### config.mk
export PLATFORM = sky130hd
export DESIGN_NAME = stc_ctrl
export DESIGN_NICKNAME = d
export VERILOG_FILES = /design/src/hdl/stc_pkg.sv /design/src/hdl/stc_ctrl.sv
export SDC_FILE = /design/constraint.sdc
export NUM_CORES = 1
export LEC_CHECK = 0
export BUFFER_PORTS_ARGS = -buffer_cell sky130_fd_sc_hd__buf_2
export CAP_MARGIN = 20
export CORE_MARGIN = 2
export CORE_UTILIZATION = 35
export CTS_BUF_LIST = sky130_fd_sc_hd__clkbuf_16
export CTS_CLUSTER_DIAMETER = 150
export DETAILED_ROUTE_END_ITERATION = 6
export PLACE_DENSITY = 0.71
export SETUP_SLACK_MARGIN = 0.5
export SKIP_CTS_REPAIR_TIMING = 1
export SLEW_MARGIN = 20
export SYNTH_ARGS = -nofsm -noshare
export SYNTH_HDL_FRONTEND = slang
export SYNTH_SLANG_ARGS = --single-unit
### constraint.sdc
create_clock -name i_clk -period 1.35 [get_ports i_clk]
set_input_delay 0.27 -clock i_clk [delete_from_list [all_inputs] [get_ports i_clk]]
set_output_delay 0.27 -clock i_clk [all_outputs]
set_load 0.01 [all_outputs]
### src/hdl/stc_pkg.sv
// Shared types, codes and constants of the scrolling text console.
`timescale 1ns / 1ps
package stc_pkg;

    localparam int MAX_COLS_DEF = 32;
    localparam int MAX_ROWS_DEF = 16;

    localparam int COL_W  = 6;
    localparam int ROW_W  = 5;
    localparam int IN_W   = 24;
    localparam int OUT_W  = 40;
    localparam int CFG_IW = 2;
    localparam int CFG_DW = 8;

    localparam logic [7:0] SPACE_CODE = 8'h20;
    localparam logic [7:0] CR_CODE    = 8'd13;
    localparam logic [7:0] LF_CODE    = 8'd10;
    localparam logic [7:0] CASE_GAP   = 8'd32;

    localparam logic [1:0] CMD_PUT   = 2'd0;
    localparam logic [1:0] CMD_MOVE  = 2'd1;
    localparam logic [1:0] CMD_CLEAR = 2'd2;
    localparam logic [1:0] CMD_READ  = 2'd3;

    localparam logic [CFG_IW-1:0] REG_COLS = 2'd0;
    localparam logic [CFG_IW-1:0] REG_ROWS = 2'd1;
    localparam logic [CFG_IW-1:0] REG_WRAP = 2'd2;
    localparam logic [CFG_IW-1:0] REG_FONT = 2'd3;

    localparam logic [COL_W-1:0] COLS_RESET = 6'd32;
    localparam logic [ROW_W-1:0] ROWS_RESET = 5'd16;
    localparam logic [7:0]       FONT_RESET = 8'd127;

    typedef enum logic [3:0] {
        S_IDLE,
        S_DISPATCH,
        S_COPY_PRE,
        S_CHAR,
        S_COPY_WRAP,
        S_WRITE,
        S_FILL,
        S_READ_WAIT,
        S_DONE
    } t_state;

    typedef struct packed {
        logic in_ready;
        logic move;
        logic clear;
        logic sat_row;
        logic copy_start;
        logic copy_step;
        logic copy_finish;
        logic do_cr;
        logic do_lf;
        logic do_wrap;
        logic write_cell;
        logic fill_start;
        logic fill_step;
        logic read_capture;
        logic result_load;
    } t_dp_cmd;

    typedef struct packed {
        logic [1:0] command;
        logic       need_scroll;
        logic       is_cr;
        logic       is_lf;
        logic       line_end;
        logic       wrap_en;
        logic       wrap_scroll;
        logic       row_valid;
        logic       copy_idle;
        logic       fill_last;
        logic       out_free;
    } t_dp_stat;

endpackage

### src/hdl/stc_ctrl.sv
// Controller state machine of the scrolling text console.
`timescale 1ns / 1ps
module stc_ctrl (
    input  logic              i_clk,
    input  logic              i_rst_n,
    input  logic              i_in_valid,
    input  stc_pkg::t_dp_stat i_stat,
    output stc_pkg::t_dp_cmd  o_cmd
);
    stc_pkg::t_state r_state, n_state;

    always_ff @(posedge i_clk) begin
        if (!i_rst_n) begin
            r_state <= stc_pkg::S_IDLE;
        end else begin
            r_state <= n_state;
        end
    end

    always_comb begin
        n_state = r_state;
        unique case (r_state)
            stc_pkg::S_IDLE: begin
                if (i_in_valid) n_state = stc_pkg::S_DISPATCH;
            end
            stc_pkg::S_DISPATCH: begin
                unique case (i_stat.command)
                    stc_pkg::CMD_PUT:
                        n_state = i_stat.need_scroll ? stc_pkg::S_COPY_PRE : stc_pkg::S_CHAR;
                    stc_pkg::CMD_READ: n_state = stc_pkg::S_READ_WAIT;
                    default: n_state = stc_pkg::S_DONE;
                endcase
            end
            stc_pkg::S_COPY_PRE: begin
                if (i_stat.copy_idle) n_state = stc_pkg::S_CHAR;
            end
            stc_pkg::S_CHAR: begin
                if (i_stat.is_cr || i_stat.is_lf) begin
                    n_state = stc_pkg::S_DONE;
                end else if (i_stat.line_end) begin
                    if (!i_stat.wrap_en) begin
                        n_state = stc_pkg::S_DONE;
                    end else if (i_stat.wrap_scroll) begin
                        n_state = stc_pkg::S_COPY_WRAP;
                    end else begin
                        n_state = stc_pkg::S_WRITE;
                    end
                end else begin
                    n_state = stc_pkg::S_WRITE;
                end
            end
            stc_pkg::S_COPY_WRAP: begin
                if (i_stat.copy_idle) n_state = stc_pkg::S_WRITE;
            end
            stc_pkg::S_WRITE: begin
                n_state = i_stat.row_valid ? stc_pkg::S_DONE : stc_pkg::S_FILL;
            end
            stc_pkg::S_FILL: begin
                if (i_stat.fill_last) n_state = stc_pkg::S_DONE;
            end
            stc_pkg::S_READ_WAIT: begin
                n_state = stc_pkg::S_DONE;
            end
            stc_pkg::S_DONE: begin
                if (i_stat.out_free) n_state = stc_pkg::S_IDLE;
            end
            default: n_state = stc_pkg::S_IDLE;
        endcase
    end

    always_comb begin
        o_cmd = '0;
        unique case (r_state)
            stc_pkg::S_IDLE: begin
                o_cmd.in_ready = 1'b1;
            end
            stc_pkg::S_DISPATCH: begin
                unique case (i_stat.command)
                    stc_pkg::CMD_PUT: begin
                        o_cmd.sat_row    = 1'b1;
                        o_cmd.copy_start = i_stat.need_scroll;
                    end
                    stc_pkg::CMD_MOVE:  o_cmd.move  = 1'b1;
                    stc_pkg::CMD_CLEAR: o_cmd.clear = 1'b1;
                    default: ;
                endcase
            end
            stc_pkg::S_COPY_PRE, stc_pkg::S_COPY_WRAP: begin
                o_cmd.copy_step   = !i_stat.copy_idle;
                o_cmd.copy_finish = i_stat.copy_idle;
            end
            stc_pkg::S_CHAR: begin
                if (i_stat.is_cr) begin
                    o_cmd.do_cr = 1'b1;
                end else if (i_stat.is_lf) begin
                    o_cmd.do_lf = 1'b1;
                end else if (i_stat.line_end && i_stat.wrap_en) begin
                    o_cmd.do_wrap    = 1'b1;
                    o_cmd.copy_start = i_stat.wrap_scroll;
                end
            end
            stc_pkg::S_WRITE: begin
                o_cmd.write_cell = i_stat.row_valid;
                o_cmd.fill_start = !i_stat.row_valid;
            end
            stc_pkg::S_FILL: begin
                o_cmd.fill_step = 1'b1;
            end
            stc_pkg::S_READ_WAIT: begin
                o_cmd.read_capture = 1'b1;
            end
            stc_pkg::S_DONE: begin
                o_cmd.result_load = i_stat.out_free;
            end
            default: ;
        endcase
    end
endmodule

==> flow_summary.ini, run 1 <==
[worst_hold_path]
hold_class = in -> reg
min_from = i_rst_n

[cts]
clock_tree.htree_level_count = 1
clk_root_buffer_cell = clkbuf_16
cts_bufs_inserted = 3
cts.sink_count = 4
cts_tree = done
clkSlewWorstSetupHoldPaths_ps = 30
max-clock-path-buffers = 2
worst_skew_pair.late_latency_ps = 220

[finish]
area.growth.synth_to_final_pct = 87.8
largest-register = r_state
antennaDiodeCount = 0
final-seq-area_sq_um = 92.6
multi_input_area_sq_um = 507
flip_flop_count_of_the_largest_register_all_copies_and_words_added = 4
fill_cells = 127
final_cells = 135
finish.utilization_pct = 68.7
biggest_registers_after_layout = r_state (4)
final_layout_size_suffix_gt1_share_pct = 63.9
design.final.nets = 140

[placed_design]
pre_cts_slack_ps = -86.9
dp.final_hpwl_microns = 1330
place_inst = 129
gp_routability_congestion = 0.841
number_of_buffers_added_on_ports = 29

[logic_synthesis]
post_synth_instance_area_sq_um = 544
yosysSeqAreaShare_pct = 14.7
synthFlopType = dfxtp_1
yosysUniqueCellTypes = 38
ys_async_sr_fraction_pct = 0
synth.largest_area_cell = dfxtp_1
synth_fp_nets = 90
synth-edff-count = 0
syn-mean-instance-area_sq_um = 7.67
postSynthRegisterBits = 4
synth_top_area_share_pct = 14.7
post_synth_main_area_contributors = dfxtp_1, ha_1, and3_1, nor2b_1, buf_2
synth_warnings = 0
syn-instance-count = 71

[setup_path]
rrSetupSlack_ps = -150
timing.rr.start = r_state[3]
critPathLaunch = r_state[3]
timing.critical_path.arrival_ps = 1280
max_fanout_on_critical_path = 4
crit_path_end_kind = output pin
worst-endpoint-required_ps = 1080
worstSetupPathType = reg -> out
startpoint_type = flip-flop

[drt]
route.detailed.vias_per_inst = 5.43
drc = 0
vias = 733
count_of_nets_left_with_antenna_violations_after_detail_routing = 0
firstDrtPassIters = 4
drt-initial-drc-count = 11
wl_per_cell_microns = 13.1
wl_microns = 1760

[global_routing]
globalRouteTotalUtil_pct = 17.9
initial_antenna_violation_count = 0
via_count_of_the_first_global_routing_pass = 681
grt_max_degree = 9
grt_pass1_wl_microns = 2630
overflow = 0

[timing]
setup_violations = 19
setup_ws_ps = -197
clock_skew_after_layout_ps = 0.804
timing.final.max_slew_violations = 0
fmaxAchievable_ghz = 0.646
rsz0062_at_grt = true
worst_slew_pin_slew_ps = 410
max-slew-margin-rel_pct = 72.5
timing_hold_violations_final = 0
layout_min_cycle_time_ps = 1550
fin_crit_sh_pct = 115
totalNegativeSetupSlack_ps = -2240

[pwr]
power_density_mw_per_mm2 = 1060
vdd.ir_drop.worst_uv = 424
switching_power_w = 0.000325
leakage_nw = 0.514
power.clock.fraction_pct = 42.3
pwr-share-comb_pct = 42.5
total_power_w = 0.00109
seq_power_share_pct = 15.2
switching_share_pct = 29.9
internal_power_w = 0.000762

[floorplan]
num_io_pins = 30
initial_utilization_pct = 36.6
core_sq_mm = 0.00149
floorplan.die.width_microns = 43.4
num_rows = 14
floorplan.die_area_sq_mm = 0.00189
fp.dieH_microns = 43.4

[outcome]
violations_in_the_final_reports = negative setup slack
status = finished with violations

[run]
maxCapViolations = 0
## logic make-up (layout without fill, tap and decap cells)
group | count (synthesis) | after routing | share of synthesized area [%]
AND/OR/NAND/NOR | 36 | 36 | 43.9
AO/OA/AOI/OAI | 16 | 16 | 20.2
buffers and inverters | 8 | 56 | 6.44
adder cells (fa/ha/maj) | 4 | 4 | 9.20
flip-flops | 4 | 4 | 14.7
multiplexers | 2 | 2 | 3.91
XOR/XNOR | 1 | 1 | 1.61
## worst max-delay path, cell delays in order (launching register included)
cell      delay (ps)
dfxtp_4          350
nor2b_4          110
nand3b_1         140
buf_4            170
nor3b_2          140
buf_2            150
## routing by layer
metal	up-vias	part of all wire [%]	track usage, %
met3	2	3.6	1.25
met5	-	0	0
met1	353	40	20.5
met2	18	55	34.0
li1	360	-	-
met4	0	0.57	7.27
## through the flow
| step | cell area [sq um] | hold slack, ps |
|---|---|---|
| finish | 1020 | 323 |
| global route | 1020 | 344 |
| CTS | 916 | 322 |
| detailed placement | 841 | 536 |
| global placement | 841 | 536 |
| floorplan | 581 | 420 |
## final timing paths
path	to	depth (start not counted)
worst max-delay path	o_cmd[6]	5
worst min-delay path	r_state[2]	3
worst max register to register	r_state[2]	6
worst min register to register	r_state[2]	2
## area by class of cell
class,instances,share of cell area [%]
Sequential cell,4,9.06
Inverter,4,1.47
Timing Repair Buffer,49,30.6
Multi-Input combinational cell,59,49.6
Tap cell,16,1.96
Clock buffer,3,7.34
## power by group through the flow
stage          clock network [W]  logic, W  registers, W
2_1_floorplan                  0  0.000227      0.000155
3_3_place_gp                   0  0.000397      0.000162
3_5_place_dp                   0  0.000406      0.000164
4_1_cts                 0.000465  0.000410      0.000162
5_1_grt                 0.000470  0.000501      0.000168
6_report                0.000459  0.000462      0.000165
## placed cells by master, fill, tap and decap left out, drive strengths merged, types with 2 or more instances in the layout
cell type	n
o22ai	2
o21ai	2
inv	4
nor3b	2
nor2	4
nor2b	5
and3	4
ha	4
buf	49
and2	3
dfxtp	4
nor4	3
nand2	4
a21oi	3
nand3	2
a31oi	2
nand3b	2
clkbuf	3
No activity file was read; power rests on OpenSTA's default activity.
==> inputs of run 2 (changes only) <==
ABC_AREA = 1   (was default)
PLACE_DENSITY = 0.7   (was 0.71)
==> run 2 against run 1 <==
Net effect:
- the run still ends with negative setup slack left
- critical path depth stayed put
- critical path type unchanged
- largest cell class unchanged
- register-to-register slack gained 150 ps
- sequential share of layout area hardly changed
- maximum frequency is 2.2% higher
- cell area increased by 2.7%
- critical endpoint is now o_cmd[10]
- setup slack better by 34 ps
==> flow_summary.ini, run 2 <==
[outcome]
status = finished with violations
violations_in_the_final_reports = negative setup slack

[drt]
firstDrtPassIters = 5
wl_microns = 1920
wl_per_cell_microns = 12.0
drc = 0
route.detailed.vias_per_inst = 4.97
count_of_nets_left_with_antenna_violations_after_detail_routing = 0
vias = 795
drt-initial-drc-count = 15

[cts]
clock_tree.htree_level_count = 1
max-clock-path-buffers = 2
cts_bufs_inserted = 3
clk_root_buffer_cell = clkbuf_16
cts.sink_count = 4
cts_tree = done
worst_skew_pair.late_latency_ps = 230
clkSlewWorstSetupHoldPaths_ps = 30

[timing]
setup_ws_ps = -163
layout_min_cycle_time_ps = 1510
totalNegativeSetupSlack_ps = -1030
fin_crit_sh_pct = 112
setup_violations = 12
worst_slew_pin_slew_ps = 267
timing_hold_violations_final = 0
rsz0062_at_grt = true
fmaxAchievable_ghz = 0.661
max-slew-margin-rel_pct = 82.1
clock_skew_after_layout_ps = 5.43
timing.final.max_slew_violations = 0

[worst_hold_path]
hold_path_end = r_state[1]
whs_path_depth = 3
hold_class = in -> reg
min_from = i_rst_n

[finish]
most_used_cells_in_the_layout_excluding_fill_and_tap_cells = buf_2, inv_1, nor2_1, nand2_1, buf_4
design.final.nets = 165
biggest_registers_after_layout = r_state (4)
largest-register = r_state
final_common_cell = buf_2
area.growth.synth_to_final_pct = 86.0
finish.utilization_pct = 69.7
final_cell_area_sq_mm = 0.00105
flip_flop_count_of_the_largest_register_all_copies_and_words_added = 4
antennaDiodeCount = 0
final_layout_size_suffix_gt1_share_pct = 56.3
final_cells = 160

[pwr]
switching_share_pct = 42.8
internal_power_w = 0.00104
switching_power_w = 0.000775
power.clock.fraction_pct = 25.7
vdd.ir_drop.worst_uv = 1330
seq_power_share_pct = 14.9
pwr-share-comb_pct = 59.4
power_density_mw_per_mm2 = 1730
leakage_nw = 0.561

[logic_synthesis]
synth_top_cells_by_count = nor2_1, inv_1, nand2_1, nand3_1, nor2_2
post_synth_instance_area_sq_um = 564
syn-mean-instance-area_sq_um = 5.70
ys_async_sr_fraction_pct = 0
postSynthRegisterBits = 4
synth_fp_nets = 118
synth-edff-count = 0
yosysSeqAreaShare_pct = 14.2
synth.largest_area_cell = dfxtp_1
syn-instance-count = 99
synthFlopType = dfxtp_1
synth_most_common_cell = nor2_1
synth_warnings = 0
post_synth_main_area_contributors = dfxtp_1, nor2_1, inv_1, nand2_1, ha_1
synth_top_area_share_pct = 14.2
yosysUniqueCellTypes = 21

[global_routing]
initial_antenna_violation_count = 0
grt_pass1_wl_microns = 2600
via_count_of_the_first_global_routing_pass = 659
overflow = 0
globalRouteTotalUtil_pct = 17.7
grt_max_degree = 8

[floorplan]
num_rows = 14
floorplan.die.width_microns = 44.2
floorplan.die_area_sq_mm = 0.00195
fp.dieH_microns = 44.2
core_sq_mm = 0.00151
num_io_pins = 30
initial_utilization_pct = 37.5

[run]
maxCapViolations = 0

[placed_design]
number_of_buffers_added_on_ports = 29
gp_routability_congestion = 0.823
dp.final_hpwl_microns = 1220
placed_cell_area_sq_um = 813
place_inst = 146
pre_cts_slack_ps = -7.81

[setup_path]
timing.critical_path.arrival_ps = 1240
r2r_cells = 10
max_fanout_on_critical_path = 6
worstSetupPathType = reg -> out
startpoint_type = flip-flop
crit_path_end_kind = output pin
timing.rr.start = r_state[0]
worst-endpoint-required_ps = 1080
rrSetupSlack_ps = 0
critPathLaunch = r_state[2]
capture_instance_of_the_worst_register_to_register_path = r_state[1]
-- run 2: critical path, stage by stage, from the launching register on --
cell and delay (ps):
dfxtp_4 370, nor2_4 210, nand2_4 100, nor2_4 110, a22o_1 120, buf_2 120
-- run 2: how the worst max path moves through the flow --
stage,endpoint,depth (start not counted)
2_1_floorplan,o_cmd[10],4
3_3_place_gp,o_cmd[10],7
3_5_place_dp,o_cmd[10],7
4_1_cts,o_cmd[3],5
5_1_grt,o_cmd[10],5
6_report,o_cmd[10],5
-- run 2: power by group through the flow --
stage / Combinational (W) / Clock, W / Sequential (W)
after floorplan: 0.000563 / 0 / 0.000227
after global placement: 0.000724 / 0 / 0.000235
after detailed placement: 0.000733 / 0 / 0.000236
after CTS: 0.000736 / 0.000470 / 0.000235
after global routing: 0.00116 / 0.000483 / 0.000279
final: 0.00108 / 0.000466 / 0.000270
-- run 2: logic make-up (layout without fill, tap and decap cells) --
group / after synthesis / in the layout / synth area share [%]
adder cells (fa/ha/maj): 4 / 4 / 8.87
AND/OR/NAND/NOR: 58 / 58 / 51.2
AO/OA/AOI/OAI: 12 / 12 / 11.8
buffers and inverters: 21 / 66 / 14.0
flip-flops: 4 / 4 / 14.2
-- run 2: layout make-up --
cell class                 count  area (sq um)
clock buffer                   3          75.1
fill                         122           457
inverter                      21          91.3
multi-input combinational     74           502
sequential                     4          95.1
tap                           16          20.0
timing repair buffer          42           267
-- run 2: metrics by stage --
step                      power, W  hold WS (ps)
after detailed placement  0.000969           518
final                      0.00181           292
after floorplan           0.000790           395
after global placement    0.000960           512
after global routing       0.00192           301
after CTS                  0.00144           290
-- run 2: layer usage --
metal / up-vias / GRT usage [%] / share of wire, %
met1: 349 / 23.0 / 38
met5: - / 0 / 0
met3: 6 / 6.12 / 7.9
li1: 400 / - / -
met2: 40 / 27.4 / 51
met4: 0 / 6.06 / 2.2
==> inputs of run 3 (changes only) <==
SKIP_CTS_REPAIR_TIMING = default   (was 1)
SKIP_LAST_GASP = 1   (was default)
==> run 3 against run 2 <==
Net effect:
- sequential share of layout area fell by 1.0 points
- combinational power up 19%
- register-to-register slack worse by 160 ps
- cell area up 13%
- largest power group unchanged
- maximum frequency up 0.35%
- the flow still finishes with violations (negative setup slack)
- die area stayed put
- critical path type is now reg -> reg
- first-iteration DRC count down 40%
- clock power grew 1%
==> flow_summary.ini, run 3 (synthesis results as in run 2) <==
[global_routing]
globalRouteTotalUtil_pct = 24.1
grt_pass1_wl_microns = 3430
via_count_of_the_first_global_routing_pass = 834
overflow = 0
initial_antenna_violation_count = 0
grt_max_degree = 7

[cts]
worst_skew_pair.late_latency_ps = 230
cts_bufs_inserted = 3
max-clock-path-buffers = 2
cts_tree = done
cts.sink_count = 4
clk_root_buffer_cell = clkbuf_16
clkSlewWorstSetupHoldPaths_ps = 30
clock_tree.htree_level_count = 1

[timing]
max-slew-margin-rel_pct = 85.3
fmaxAchievable_ghz = 0.663
fin_crit_sh_pct = 112
timing_hold_violations_final = 0
clock_skew_after_layout_ps = 6.95
timing.final.max_slew_violations = 0
worst_slew_pin_slew_ps = 218
setup_violations = 17
setup_ws_ps = -158
layout_min_cycle_time_ps = 1510
rsz0062_at_grt = true

[placed_design]
placed_cell_area_sq_um = 813
number_of_buffers_added_on_ports = 29
dp.final_hpwl_microns = 1220
gp_routability_congestion = 0.823
place_inst = 146

[worst_hold_path]
hold_class = in -> reg

[setup_path]
cp.depth = 9
critPathLaunch = r_state[2]
crit_path_end = r_state[3]
timing.rr.start = r_state[2]
rrSetupSlack_ps = -160
startpoint_type = flip-flop
max_fanout_on_critical_path = 6
capture_instance_of_the_worst_register_to_register_path = r_state[3]
max_stage_delay_ps = 400
critical_path.cell_chain = nor2_4 > buf_4 > buf_6 > buf_6 > nand3b_1 > nand3_2 > nor2_4 > nand2_1 > a21oi_2
worst-endpoint-required_ps = 1500
critical_path.slowest_cell = dfxtp_4
worstSetupPathType = reg -> reg
critical-path-top-delay-family = simple AND/OR/NAND/NOR gates
r2r_cells = 9
crit_path_end_kind = flip-flop
timing.critical_path.arrival_ps = 1660
crit_buf_inv = 3

[pwr]
power_density_mw_per_mm2 = 1710
leakage_nw = 0.630
vdd.ir_drop.worst_uv = 1340

[drt]
firstDrtPassIters = 4
wl_microns = 2500
drc = 0
wl_per_cell_microns = 14.5
route.detailed.vias_per_inst = 5.09
vias = 881
route.met3.wl_microns = 101
drt-initial-drc-count = 9
count_of_nets_left_with_antenna_violations_after_detail_routing = 0
route.met2.wl_microns = 1350
top_layer = met4
m1WireLength_microns = 985

[finish]
most_used_cells_in_the_layout_excluding_fill_and_tap_cells = buf_2, buf_4, inv_1, nor2_1, nor2_4
final_cells = 173
final_common_cell = buf_2
largest-register = r_state
fill_cells = 98
area.growth.synth_to_final_pct = 110
design.final.nets = 178
biggest_registers_after_layout = r_state (4)
antennaDiodeCount = 0
finish.utilization_pct = 78.5
final_layout_size_suffix_gt1_share_pct = 61.8
final_cell_area_sq_mm = 0.00118
flip_flop_count_of_the_largest_register_all_copies_and_words_added = 4

[floorplan]
num_io_pins = 30
core_sq_mm = 0.00151
fp.dieH_microns = 44.2
initial_utilization_pct = 37.5
num_rows = 14
floorplan.die.width_microns = 44.2
floorplan.die_area_sq_mm = 0.00195

[outcome]
violations_in_the_final_reports = negative setup slack
status = finished with violations

[run]
maxCapViolations = 0
## run 3: changes by cell type in the layout (fill, tap and decap cells not counted)
cell and delta:
buf_6 +4, nand2_1 -1, buf_4 +10, nand3_2 -1
nor2_4 +1, nor2_1 -1, buf_2 -1, nand3_1 +1
nand2_4 +1, a21oi_2 +2, a21oi_1 -2
## run 3: metal layers
layer  vias up  track usage (%)
li1        428                -
met2        33             41.8
met3         8             6.94
met1       412             26.8
met4         0             11.5
met5         -                0
## run 3: worst min path at each step
| stage | from | end | slack (ps) | cells after the start |
|---|---|---|---|---|
| global route | i_rst_n | r_state[1] | 310 | 3 |
| global placement | i_rst_n | r_state[1] | 510 | 3 |
| detailed placement | i_rst_n | r_state[1] | 520 | 3 |
| floorplan | i_rst_n | r_state[1] | 400 | 2 |
| finish | i_rst_n | r_state[1] | 310 | 3 |
| CTS | i_rst_n | r_state[1] | 290 | 3 |
## run 3: what timing repair did
| action | CTS | global route |
|---|---|---|
| pin swaps | 17 | 12 |
| hold buffers | 0 | 0 |
| setup endpoints to repair | 19 | 19 |
| setup buffers | 16 | 8 |
| gates resized for setup | 18 | 13 |
## run 3: final cells by class
cell class	count	area (sq um)	share of cell area (%)
clock buffers	3	75.1	6.35
inverters	21	91.3	7.72
flip-flops and latches	4	95.1	8.04
repair buffers	55	382	32.3
well taps	16	20.0	1.69
multi-input cells	74	519	43.9
## run 3: stage by stage
step                power [W]  setup TNS (ps)  hold WS, ps  setup slack (ps)
floorplan            0.000790               0          395               153
global placement     0.000960               0          512              5.91
detailed placement   0.000969           -7.81          518             -7.81
CTS                   0.00178            -725          290              -133
global route          0.00212           -2580          307              -219
finish                0.00202           -1700          308              -158
## run 3: report_power, final
group | switching, W | internal (W)
registers | 0.0000921 | 0.000177
logic | 0.000680 | 0.000603
clock network | 0.0000923 | 0.000379
## run 3: tightest hold or removal path, stage by stage
cell     delay [ps]
buf_2           110
nand2_1          70
nor2_2           40
